### src/hw/rtl/diacritic_fold_tag_strip_top_assert.svh
// Assertion macros for the diacritic fold / tag strip block.
`ifndef DIACRITIC_FOLD_TAG_STRIP_TOP_ASSERT_SVH
`define DIACRITIC_FOLD_TAG_STRIP_TOP_ASSERT_SVH

// Condition that must hold at every clock edge out of reset.
`define DFTS_ASSERT(lbl, cond, msg) \
    lbl: assert property (@(posedge clk) disable iff (!rst_n) (cond)) else $error(msg);

// Same-cycle implication.
`define DFTS_ASSERT_IMP(lbl, ante, cons, msg) \
    lbl: assert property (@(posedge clk) disable iff (!rst_n) (ante) |-> (cons)) \
        else $error(msg);

// Next-cycle implication.
`define DFTS_ASSERT_NXT(lbl, ante, cons, msg) \
    lbl: assert property (@(posedge clk) disable iff (!rst_n) (ante) |=> (cons)) \
        else $error(msg);

`endif

### src/hw/rtl/dfts_pkg.sv
// Types, constants and lookup functions for the diacritic fold / tag strip block.
`default_nettype none

package dfts_pkg;

    // Markup delimiters
    localparam logic [7:0] CH_OPEN  = 8'h3C;
    localparam logic [7:0] CH_CLOSE = 8'h3E;

    // Range of UTF-8 lead bytes that can start a folded letter
    localparam logic [7:0] LEAD_LO = 8'hC3;
    localparam logic [7:0] LEAD_HI = 8'hC5;

    // Result queue geometry
    localparam int QDEPTH = 4;
    localparam int QPTR_W = $clog2(QDEPTH);
    localparam int QCNT_W = $clog2(QDEPTH + 1);

    typedef struct packed {
        logic [7:0] in_byte;
        logic       in_last;
    } in_item_t;

    typedef struct packed {
        logic [7:0] out_byte;
        logic       has_char;
        logic       out_last;
    } out_item_t;

    typedef struct packed {
        logic       in_markup;
        logic [7:0] held_byte;
        logic       held_valid;
    } state_t;

    // Up to two results from one input transaction
    typedef struct packed {
        logic [1:0] n;
        out_item_t  res0;
        out_item_t  res1;
    } step_res_t;

    typedef struct packed {
        logic [QCNT_W-1:0] level;
    } q_stat_t;

    function automatic logic [7:0] lower_ascii(input logic [7:0] b);
        logic [7:0] r;
        r = b;
        if (b >= 8'h41 && b <= 8'h5A)
            r = b + 8'h20;
        return r;
    endfunction

    function automatic logic is_lead(input logic [7:0] b);
        return (b >= LEAD_LO) && (b <= LEAD_HI);
    endfunction

    // Folded ASCII letter for a two-byte sequence, zero when not a known letter
    function automatic logic [7:0] fold_pair(input logic [7:0] lead, input logic [7:0] cont);
        logic [7:0] r;
        case ({lead, cont})
            16'hC4BE, 16'hC4BA, 16'hC4BD, 16'hC4B9: r = "l";
            16'hC5A1, 16'hC5A0:                     r = "s";
            16'hC48D, 16'hC48C:                     r = "c";
            16'hC5A5, 16'hC5A4:                     r = "t";
            16'hC5BE, 16'hC5BD:                     r = "z";
            16'hC3BD, 16'hC39D:                     r = "y";
            16'hC3A1, 16'hC3A4, 16'hC381, 16'hC384: r = "a";
            16'hC3A9, 16'hC49B, 16'hC389, 16'hC49A: r = "e";
            16'hC3AD, 16'hC38D:                     r = "i";
            16'hC3B3, 16'hC3B4, 16'hC393, 16'hC394: r = "o";
            16'hC3BA, 16'hC39A:                     r = "u";
            16'hC48F, 16'hC48E:                     r = "d";
            16'hC588, 16'hC587:                     r = "n";
            16'hC599, 16'hC598:                     r = "r";
            default:                                r = 8'h00;
        endcase
        return r;
    endfunction

endpackage

`default_nettype wire

### src/hw/rtl/dfts_step.sv
// Per-byte normalization logic: pair folding, markup tracking, end-of-string flush.
`default_nettype none

module dfts_step
    import dfts_pkg::*;
(
    input  state_t    state,
    input  in_item_t  item,
    output state_t    state_next,
    output step_res_t res
);

    logic [7:0] b;
    logic [7:0] folded;
    logic       hit;
    logic       markup_n;
    logic       hold_n;
    logic       p0_valid;
    logic       p1_valid;
    logic       p2_valid;
    logic       bare;
    logic [7:0] p0;
    logic [7:0] p1;

    // Pair lookup and markup / hold decisions
    always_comb
    begin
        b        = item.in_byte;
        folded   = fold_pair(state.held_byte, b);
        hit      = state.held_valid && (folded != 8'h00);
        markup_n = state.in_markup;
        if (!hit && b == CH_OPEN)
            markup_n = 1'b1;
        if (!hit && b == CH_CLOSE)
            markup_n = 1'b0;
        hold_n   = !hit && !markup_n && is_lead(b);

        // Candidate results in emission order
        p0_valid = state.held_valid;
        p0       = hit ? folded : lower_ascii(state.held_byte);
        p1_valid = !hit && !markup_n && !is_lead(b);
        p1       = lower_ascii(b);
        p2_valid = item.in_last && hold_n;
        bare     = item.in_last && !p0_valid && !p1_valid && !p2_valid;
    end

    // Pack results into two slots
    always_comb
    begin
        res = '0;
        if (p0_valid)
        begin
            res.res0.out_byte = p0;
            res.res0.has_char = 1'b1;
            if (p1_valid || p2_valid)
            begin
                res.n             = 2'd2;
                res.res1.out_byte = p1_valid ? p1 : b;
                res.res1.has_char = 1'b1;
                res.res1.out_last = item.in_last;
            end
            else
            begin
                res.n             = 2'd1;
                res.res0.out_last = item.in_last;
            end
        end
        else if (p1_valid || p2_valid)
        begin
            res.n             = 2'd1;
            res.res0.out_byte = p1_valid ? p1 : b;
            res.res0.has_char = 1'b1;
            res.res0.out_last = item.in_last;
        end
        else if (bare)
        begin
            res.n             = 2'd1;
            res.res0.out_last = 1'b1;
        end
    end

    // Next state; end of string returns to the reset state
    always_comb
    begin
        if (item.in_last)
        begin
            state_next = '0;
        end
        else
        begin
            state_next.in_markup  = markup_n;
            state_next.held_byte  = hold_n ? b : 8'h00;
            state_next.held_valid = hold_n;
        end
    end

endmodule

`default_nettype wire

### src/hw/rtl/dfts_outq.sv
// Result queue: takes up to two results per cycle, delivers one per transaction.
`default_nettype none

module dfts_outq
    import dfts_pkg::*;
(
    input  logic      clk,
    input  logic      rst_n,
    input  logic [1:0] push_n,
    input  out_item_t push0,
    input  out_item_t push1,
    output logic      out_valid,
    input  logic      out_ready,
    output out_item_t out_data,
    output q_stat_t   stat
);

    out_item_t         mem_reg [QDEPTH];
    logic [QPTR_W-1:0] wr_ptr_reg;
    logic [QPTR_W-1:0] wr_ptr_next;
    logic [QPTR_W-1:0] rd_ptr_reg;
    logic [QPTR_W-1:0] rd_ptr_next;
    logic [QCNT_W-1:0] cnt_reg;
    logic [QCNT_W-1:0] cnt_next;
    logic              pop;

    assign out_valid  = (cnt_reg != '0);
    assign out_data   = mem_reg[rd_ptr_reg];
    assign pop        = out_valid && out_ready;
    assign stat.level = cnt_reg;

    // Pointer and fill level update
    always_comb
    begin
        wr_ptr_next = wr_ptr_reg + QPTR_W'(push_n);
        rd_ptr_next = rd_ptr_reg + QPTR_W'(pop);
        cnt_next    = cnt_reg + QCNT_W'(push_n) - QCNT_W'(pop);
    end

    always_ff @(posedge clk or negedge rst_n)
    begin
        if (!rst_n)
        begin
            wr_ptr_reg <= '0;
            rd_ptr_reg <= '0;
            cnt_reg    <= '0;
        end
        else
        begin
            wr_ptr_reg <= wr_ptr_next;
            rd_ptr_reg <= rd_ptr_next;
            cnt_reg    <= cnt_next;
        end
    end

    // Result storage
    always_ff @(posedge clk)
    begin
        if (push_n != 2'd0)
            mem_reg[wr_ptr_reg] <= push0;
        if (push_n == 2'd2)
            mem_reg[wr_ptr_reg + QPTR_W'(1)] <= push1;
    end

endmodule

`default_nettype wire

### src/hw/rtl/diacritic_fold_tag_strip_top.sv
// Top level of the diacritic fold / tag strip search normalizer.
// Takes one string byte per transaction and accepts a new byte every cycle
// while in_ready is high; a byte's results enter the result queue as it is taken.
// Most bytes give one result, bytes inside markup and held lead bytes give none,
// and the byte after a lead byte that it does not pair with gives two; results
// leave one per cycle while out_ready is high through a four-entry result queue,
// so in_ready drops only while that queue holds more than two results. Sustained
// rate is one byte per cycle while out_ready is high and bytes average one result or less.
`default_nettype none

`include "diacritic_fold_tag_strip_top_assert.svh"

module diacritic_fold_tag_strip_top
    import dfts_pkg::*;
(
    input  logic      clk,
    input  logic      rst_n,
    input  logic      in_valid,
    output logic      in_ready,
    input  in_item_t  in_data,
    output logic      out_valid,
    input  logic      out_ready,
    output out_item_t out_data
);

    state_t     state_reg;
    state_t     state_next;
    state_t     step_state;
    step_res_t  step_res;
    q_stat_t    q_stat;
    logic       in_fire;
    logic [1:0] push_n;

    // Accept while the queue has room for two results
    assign in_ready = (q_stat.level <= QCNT_W'(QDEPTH - 2));
    assign in_fire  = in_valid && in_ready;
    assign push_n   = in_fire ? step_res.n : 2'd0;

    dfts_step u_step (
        .state      (state_reg),
        .item       (in_data),
        .state_next (step_state),
        .res        (step_res)
    );

    // Stream state
    always_comb
    begin
        state_next = in_fire ? step_state : state_reg;
    end

    always_ff @(posedge clk or negedge rst_n)
    begin
        if (!rst_n)
            state_reg <= '0;
        else
            state_reg <= state_next;
    end

    dfts_outq u_outq (
        .clk       (clk),
        .rst_n     (rst_n),
        .push_n    (push_n),
        .push0     (step_res.res0),
        .push1     (step_res.res1),
        .out_valid (out_valid),
        .out_ready (out_ready),
        .out_data  (out_data),
        .stat      (q_stat)
    );

    // Checks
    `DFTS_ASSERT(a_q_level, q_stat.level <= QCNT_W'(QDEPTH), "result queue overflow")
    `DFTS_ASSERT_IMP(a_last_res, in_fire && in_data.in_last, step_res.n != 2'd0,
        "end of string produced no result")
    `DFTS_ASSERT_NXT(a_last_clr, in_fire && in_data.in_last,
        !state_reg.held_valid && !state_reg.in_markup, "state not cleared after end of string")
    `DFTS_ASSERT_IMP(a_held_lead, state_reg.held_valid, is_lead(state_reg.held_byte),
        "held byte is not a lead byte")

endmodule

`default_nettype wire

### config.mk
export PLATFORM = sky130hd
export DESIGN_NAME = diacritic_fold_tag_strip_top
export DESIGN_NICKNAME = d
export VERILOG_FILES = /design/src/hw/rtl/dfts_pkg.sv /design/src/hw/rtl/dfts_step.sv /design/src/hw/rtl/dfts_outq.sv /design/src/hw/rtl/diacritic_fold_tag_strip_top.sv
export VERILOG_INCLUDE_DIRS = /design/src /design/src/hw/rtl
export SDC_FILE = /design/constraint.sdc
export NUM_CORES = 1
export LEC_CHECK = 0
export BUFFER_PORTS_ARGS = -buffer_cell sky130_fd_sc_hd__buf_2
export CAP_MARGIN = 20
export CELL_PAD_IN_SITES_DETAIL_PLACEMENT = 0
export CELL_PAD_IN_SITES_GLOBAL_PLACEMENT = 1
export CORE_MARGIN = 2
export CORE_UTILIZATION = 25
export DETAILED_ROUTE_END_ITERATION = 7
export PLACE_DENSITY = 0.58
export SYNTH_ARGS = -nofsm -noshare
export SYNTH_HDL_FRONTEND = slang
export SYNTH_HIERARCHICAL = 1
export SYNTH_SLANG_ARGS = --single-unit
### constraint.sdc
create_clock -name clk -period 4.3 [get_ports clk]
set_input_delay 0 -clock clk [delete_from_list [all_inputs] [get_ports clk]]
set_output_delay 0 -clock clk [all_outputs]
set_load 0.05 [all_outputs]
# Word-level counts from Yosys, hierarchy flattened
# Memories as Yosys holds them, arrays and structs flattened.
# Index checks and enable logic that the tools add are counted.
# op_classes
add_sub_neg	7
magnitude_cmp	7
eq_ne	39
n_mux	24
n_reduce_logical	39
# ops
operator	count
$eq A16 B16 Y1 const B	36
$pmux W7 S14	1
$mux W8	5
$mux W10	3
$reduce_or A2 Y1	10
$add A8 B6 Y8 const B	2
$eq A8 B6 Y1 const B	2
$ge A8 B7 Y1 const B	2
$le A8 B7 Y1 const B	2
$reduce_or A4 Y1	4
$logic_and A1 B1 Y1	15
$mux W12	1
$mux W1	10
$mux W9	1
$ge A8 B8 Y1 const B	1
$le A8 B8 Y1 const B	1
$reduce_bool A8 Y1	1
$logic_not A1 Y1	6
$mux W2	3
$add A3 B2 Y3	1
$le A3 B2 Y1 const B	1
$reduce_bool A3 Y1	1
$sub A3 B1 Y3	1
$add A2 B1 Y2	1
5 further kinds	5
# totals
register_bits	17
mem_bits_rw	40
inputBits	13
output_inout_bits	12
wordCells	123
memories	1
# mem_list
memory	words	word_bits	rd	rd_clocked_by_memory_dff	write_ports	line_no	rtl
u_outq.mem_reg	4	10	1	0	2	dfts_outq.sv:18	out_item_t mem_reg [QDEPTH];

# Depth between registers and ports, before layout
# depth
word_depth	22
depth_mapped	17
depth_no_buf	13

# Hierarchy
# The synthesis kept the hierarchy.
# by_module_without_submodules
module	instances	cells_per_inst	area_each_um2	seq_area_each_um2
dfts_outq	1	137	2518.7	1376.3
dfts_step	1	173	1223.7	0.0
diacritic_fold_tag_strip_top	1	28	450.4	250.2

# Worst setup path after synthesis
# No wires, ideal clock.
# synth_path
path_kind	register -> register
startpoint	register state_reg[4] in the netlist's numbering
endpoint	memory u_outq/mem_reg[0][0] in the netlist's numbering, enable pin
setup_time_ns	0.394
arrival_ns	3.224
t_required_ns	3.906
setup_slack_ns	0.683
path_stages_with_launch	11
path_buffers	0
period_less_slack_ns	3.617
path_cell_list	dfrtp_1 -> nor4b_4 -> nand2_1 -> a2111oi_4 -> or4_4 -> nor3_4 -> nor2_1 -> inv_1 -> nor2_1 -> nor2_1 -> o31ai_1
# synth_rtl
element	line_no	rtl
from (decl)	diacritic_fold_tag_strip_top.sv:26	state_t state_reg;
from (signal assigned)	diacritic_fold_tag_strip_top.sv:57	state_reg <= state_next;
to (decl)	dfts_outq.sv:18	

==> results.json <==
{
  "status": "completed",
  "setup_viol": 0,
  "arrival_ns": 3.96,
  "final_cell_area_um2": 4803,
  "first_global_vias": 2907,
  "yosys.area.top_type": "edfxtp_1",
  "area_growth_pct": 14.56,
  "critPathBufInv": 2,
  "grt.overflow.total": 0,
  "yosysSeqAreaShare_pct": 38.79,
  "avgViaCountPerCell": 4.785,
  "worstPathRequired_ns": 4.37,
  "coreArea_um2": 16470,
  "worstSetupPathType": "reg2reg",
  "syn_avg_cell_area_um2": 12.40,
  "synthCells": 338,
  "period_share_pct": 90.41,
  "dpl_cell_area_um2": 4481,
  "netlist_area_um2": 4193,
  "synth_top_area_share_pct": 28.65,
  "clock_skew_ns": 0.008759,
  "cp_max_fo": 10,
  "cellPowerDensity_nw_per_um2": 491.1,
  "pin_count": 25,
  "fmax_ghz": 0.2572,
  "place_congestion": 0.8261,
  "r2r_start": "state_reg[3]",
  "worst_slack_ns": 0.4124,
  "ant_nets": 0,
  "synth-seq-cells": 57,
  "max_stage_delay_ns": 0.65,
  "clockRootBuffer": "clkbuf_16",
  "cp_slowest_cell": "nor4bb_4",
  "end_kind": "register",
  "r2r_end": "u_outq/mem_reg[2][6]",
  "critPathTopFamily": "simple AND/OR/NAND/NOR gates",
  "timing.setup.tns_ns": 0,
  "hold_depth": 3,
  "max_slew_margin_pct": 38.64,
  "min_from": "in_data[0]",
  "cts_tree": "yes",
  "fp-row-count": 47,
  "drtIter0Drc": 146,
  "synth-edff-count": 40,
  "fin_nets": 380,
  "remaining_drc_errors": 0,
  "die_h_um": 133.5,
  "initial_core_util_pct": 25.46,
  "grt_pass1_wl_mm": 16.44,
  "wire_per_inst_um": 17.01,
  "leakage_nw": 1.751,
  "ff2ff_setup_slack_ns": 0.41,
  "dieArea_um2": 17820,
  "grt_start_max_net_pins": 22,
  "min_period_ns": 3.888,
  "drt-total-wl_mm": 9.967,
  "antenna_found_initial": 0,
  "multiInputGateArea_um2": 2357,
  "drive_gt1_share_pct": 34.43,
  "yosys-top-cells-area": "edfxtp_1 (29%), mux2_4 (13%), dfrtp_1 (10%)",
  "rsz0062_at_grt": "no",
  "ys.flop_type": "edfxtp_1",
  "final_max_slew_viol_count": 0,
  "cts_buffers": 9,
  "utilization_pct": 29.17,
  "largest_reg_flops": 40,
  "worst_slew_pin_slew_ns": 0.8972,
  "clkLatencyLatePin_ns": 0.32,
  "async_reset_ff_share_pct": 29.82,
  "yosysUniqueCellTypes": 77,
  "io_buffers": 24,
  "grt_usage_pct": 11.71,
  "vias": 2804,
  "finalPower_mw": 2.359,
  "peakVddDrop_mv": 0.2373,
  "hold_path_end": "state_reg[9]",
  "seq_area_um2": 1627,
  "r2r_cells": 10,
  "cp-start-kind": "register",
  "max-cap-violations": 0,
  "clock-sinks": 57,
  "dp_slack_ns": 0.4024,
  "cts_buffer_depth": 2,
  "die_x_um": 133.5,
  "yosysWarningCount": 6,
  "fillers": 1705,
  "post_cts_buffers": 0,
  "h-tree-depth": 3,
  "hold_path_class": "in2reg",
  "antennaDiodeCount": 0,
  "path_cells": "and3b_1 -> nand4_2 -> nor4_2 -> or4_4 -> nor3_4 -> inv_1 -> nor2_1 -> nor4bb_4 -> buf_4 -> mux2_4",
  "dpl.hpwl_mm": 7.325,
  "firstDrtPassIters": 4,
  "path_clk_slew_ns": 0.06,
  "hold_viol": 0
}
-- logic make-up (layout without fill, tap and decap cells) --
logic type	Yosys count	count (layout)	synth area share [%]
buffers and inverters	35	61	5.162
DFF	57	57	38.79
xor gates and xnor gates	7	7	1.462
and+or+nand+nor	118	118	19.28
muxes	61	61	22.26
AOI/OAI and AO/OA	53	53	10.98
adders and majority gates	6	6	1.970
other	1	3	0.08944
-- placed cells by master (no fill, tap or decap), drive strengths merged, types with 4 or more instances in the layout --
cell type and n:
ha 5, nor4 5, inv 13, nand2b 10
nand3 5, buf 32, a21o 5, mux4 10
edfxtp 40, o31ai 4, and2 7, nand4 6
xnor2 6, clkbuf 9, o21ai 9, nand2 14
mux2 50, nor2b 6, nor2 20, nor4b 6
a2111oi 4, nor3 13, or3 4, a21oi 11
clkinvlp 4, dfrtp 17
-- Yosys cell counts (all sizes together) (7+ instances only) --
master and instances:
a21oi 11, and2 7, buf 21, dfrtp 17, edfxtp 40, inv 11
mux2 50, mux4 10, nand2 14, nand2b 10, nor2 20, nor3 13
o21ai 9
-- how the worst max path moves through the flow --
stage	from	to	slack [ns]	cells past startpoint
finish	state_reg[3]	u_outq/mem_reg[2][6]	0.41	10
global placement	state_reg[1]	u_outq/mem_reg[2][5]	0.51	9
floorplan	state_reg[4]	u_outq/mem_reg[0][0]	0.68	10
global route	state_reg[1]	u_outq/mem_reg[2][7]	0.13	10
detailed placement	state_reg[1]	u_outq/mem_reg[2][7]	0.40	10
CTS	state_reg[3]	u_outq/mem_reg[2][6]	0.39	10
-- metrics by stage --
step | instances | hold slack (ns)
2_1_floorplan | 340 | -0.2956
3_3_place_gp | 568 | -0.04547
3_5_place_dp | 568 | -0.03670
4_1_cts | 586 | 0.1145
5_1_grt | 586 | 0.1284
6_report | 586 | 0.1211
-- worst reg2reg max path, cell delays in order (launching register included) --
cell and delay [ns]:
dfrtp_1 0.52, and3b_1 0.26, nand4_2 0.14, nor4_2 0.09, or4_4 0.59, nor3_4 0.26, inv_1 0.07, nor2_1 0.45
nor4bb_4 0.65, buf_4 0.29, mux2_4 0.31
-- layer usage --
layer / track usage [%] / vias up / share of wire, %
met4: 2.600 / 0 / 1.2
met1: 16.41 / 1403 / 49
li1: - / 1350 / -
met2: 18.81 / 42 / 48
met3: 2.245 / 9 / 2.1
met5: 0 / - / 0
-- power breakdown --
group | internal [mW] | total (mW) | switching [mW]
clock network | 0.452 | 0.713 | 0.262
registers | 0.698 | 0.850 | 0.152
logic | 0.324 | 0.796 | 0.472
-- cell type report --
type                    count  area share (%)
inverters                  11          0.8596
clock inverters             7           1.615
clock buffers               9           4.689
multi-input cells         248           49.08
flip-flops and latches     57           33.86
repair buffers             34           4.168
well taps                 220           5.731
-- repair_timing --
action	in CTS	in global routing
hold endpoints to repair	18	0
hold buffers	2	0
resized for setup	0	0
No activity file was read; power rests on OpenSTA's default activity.
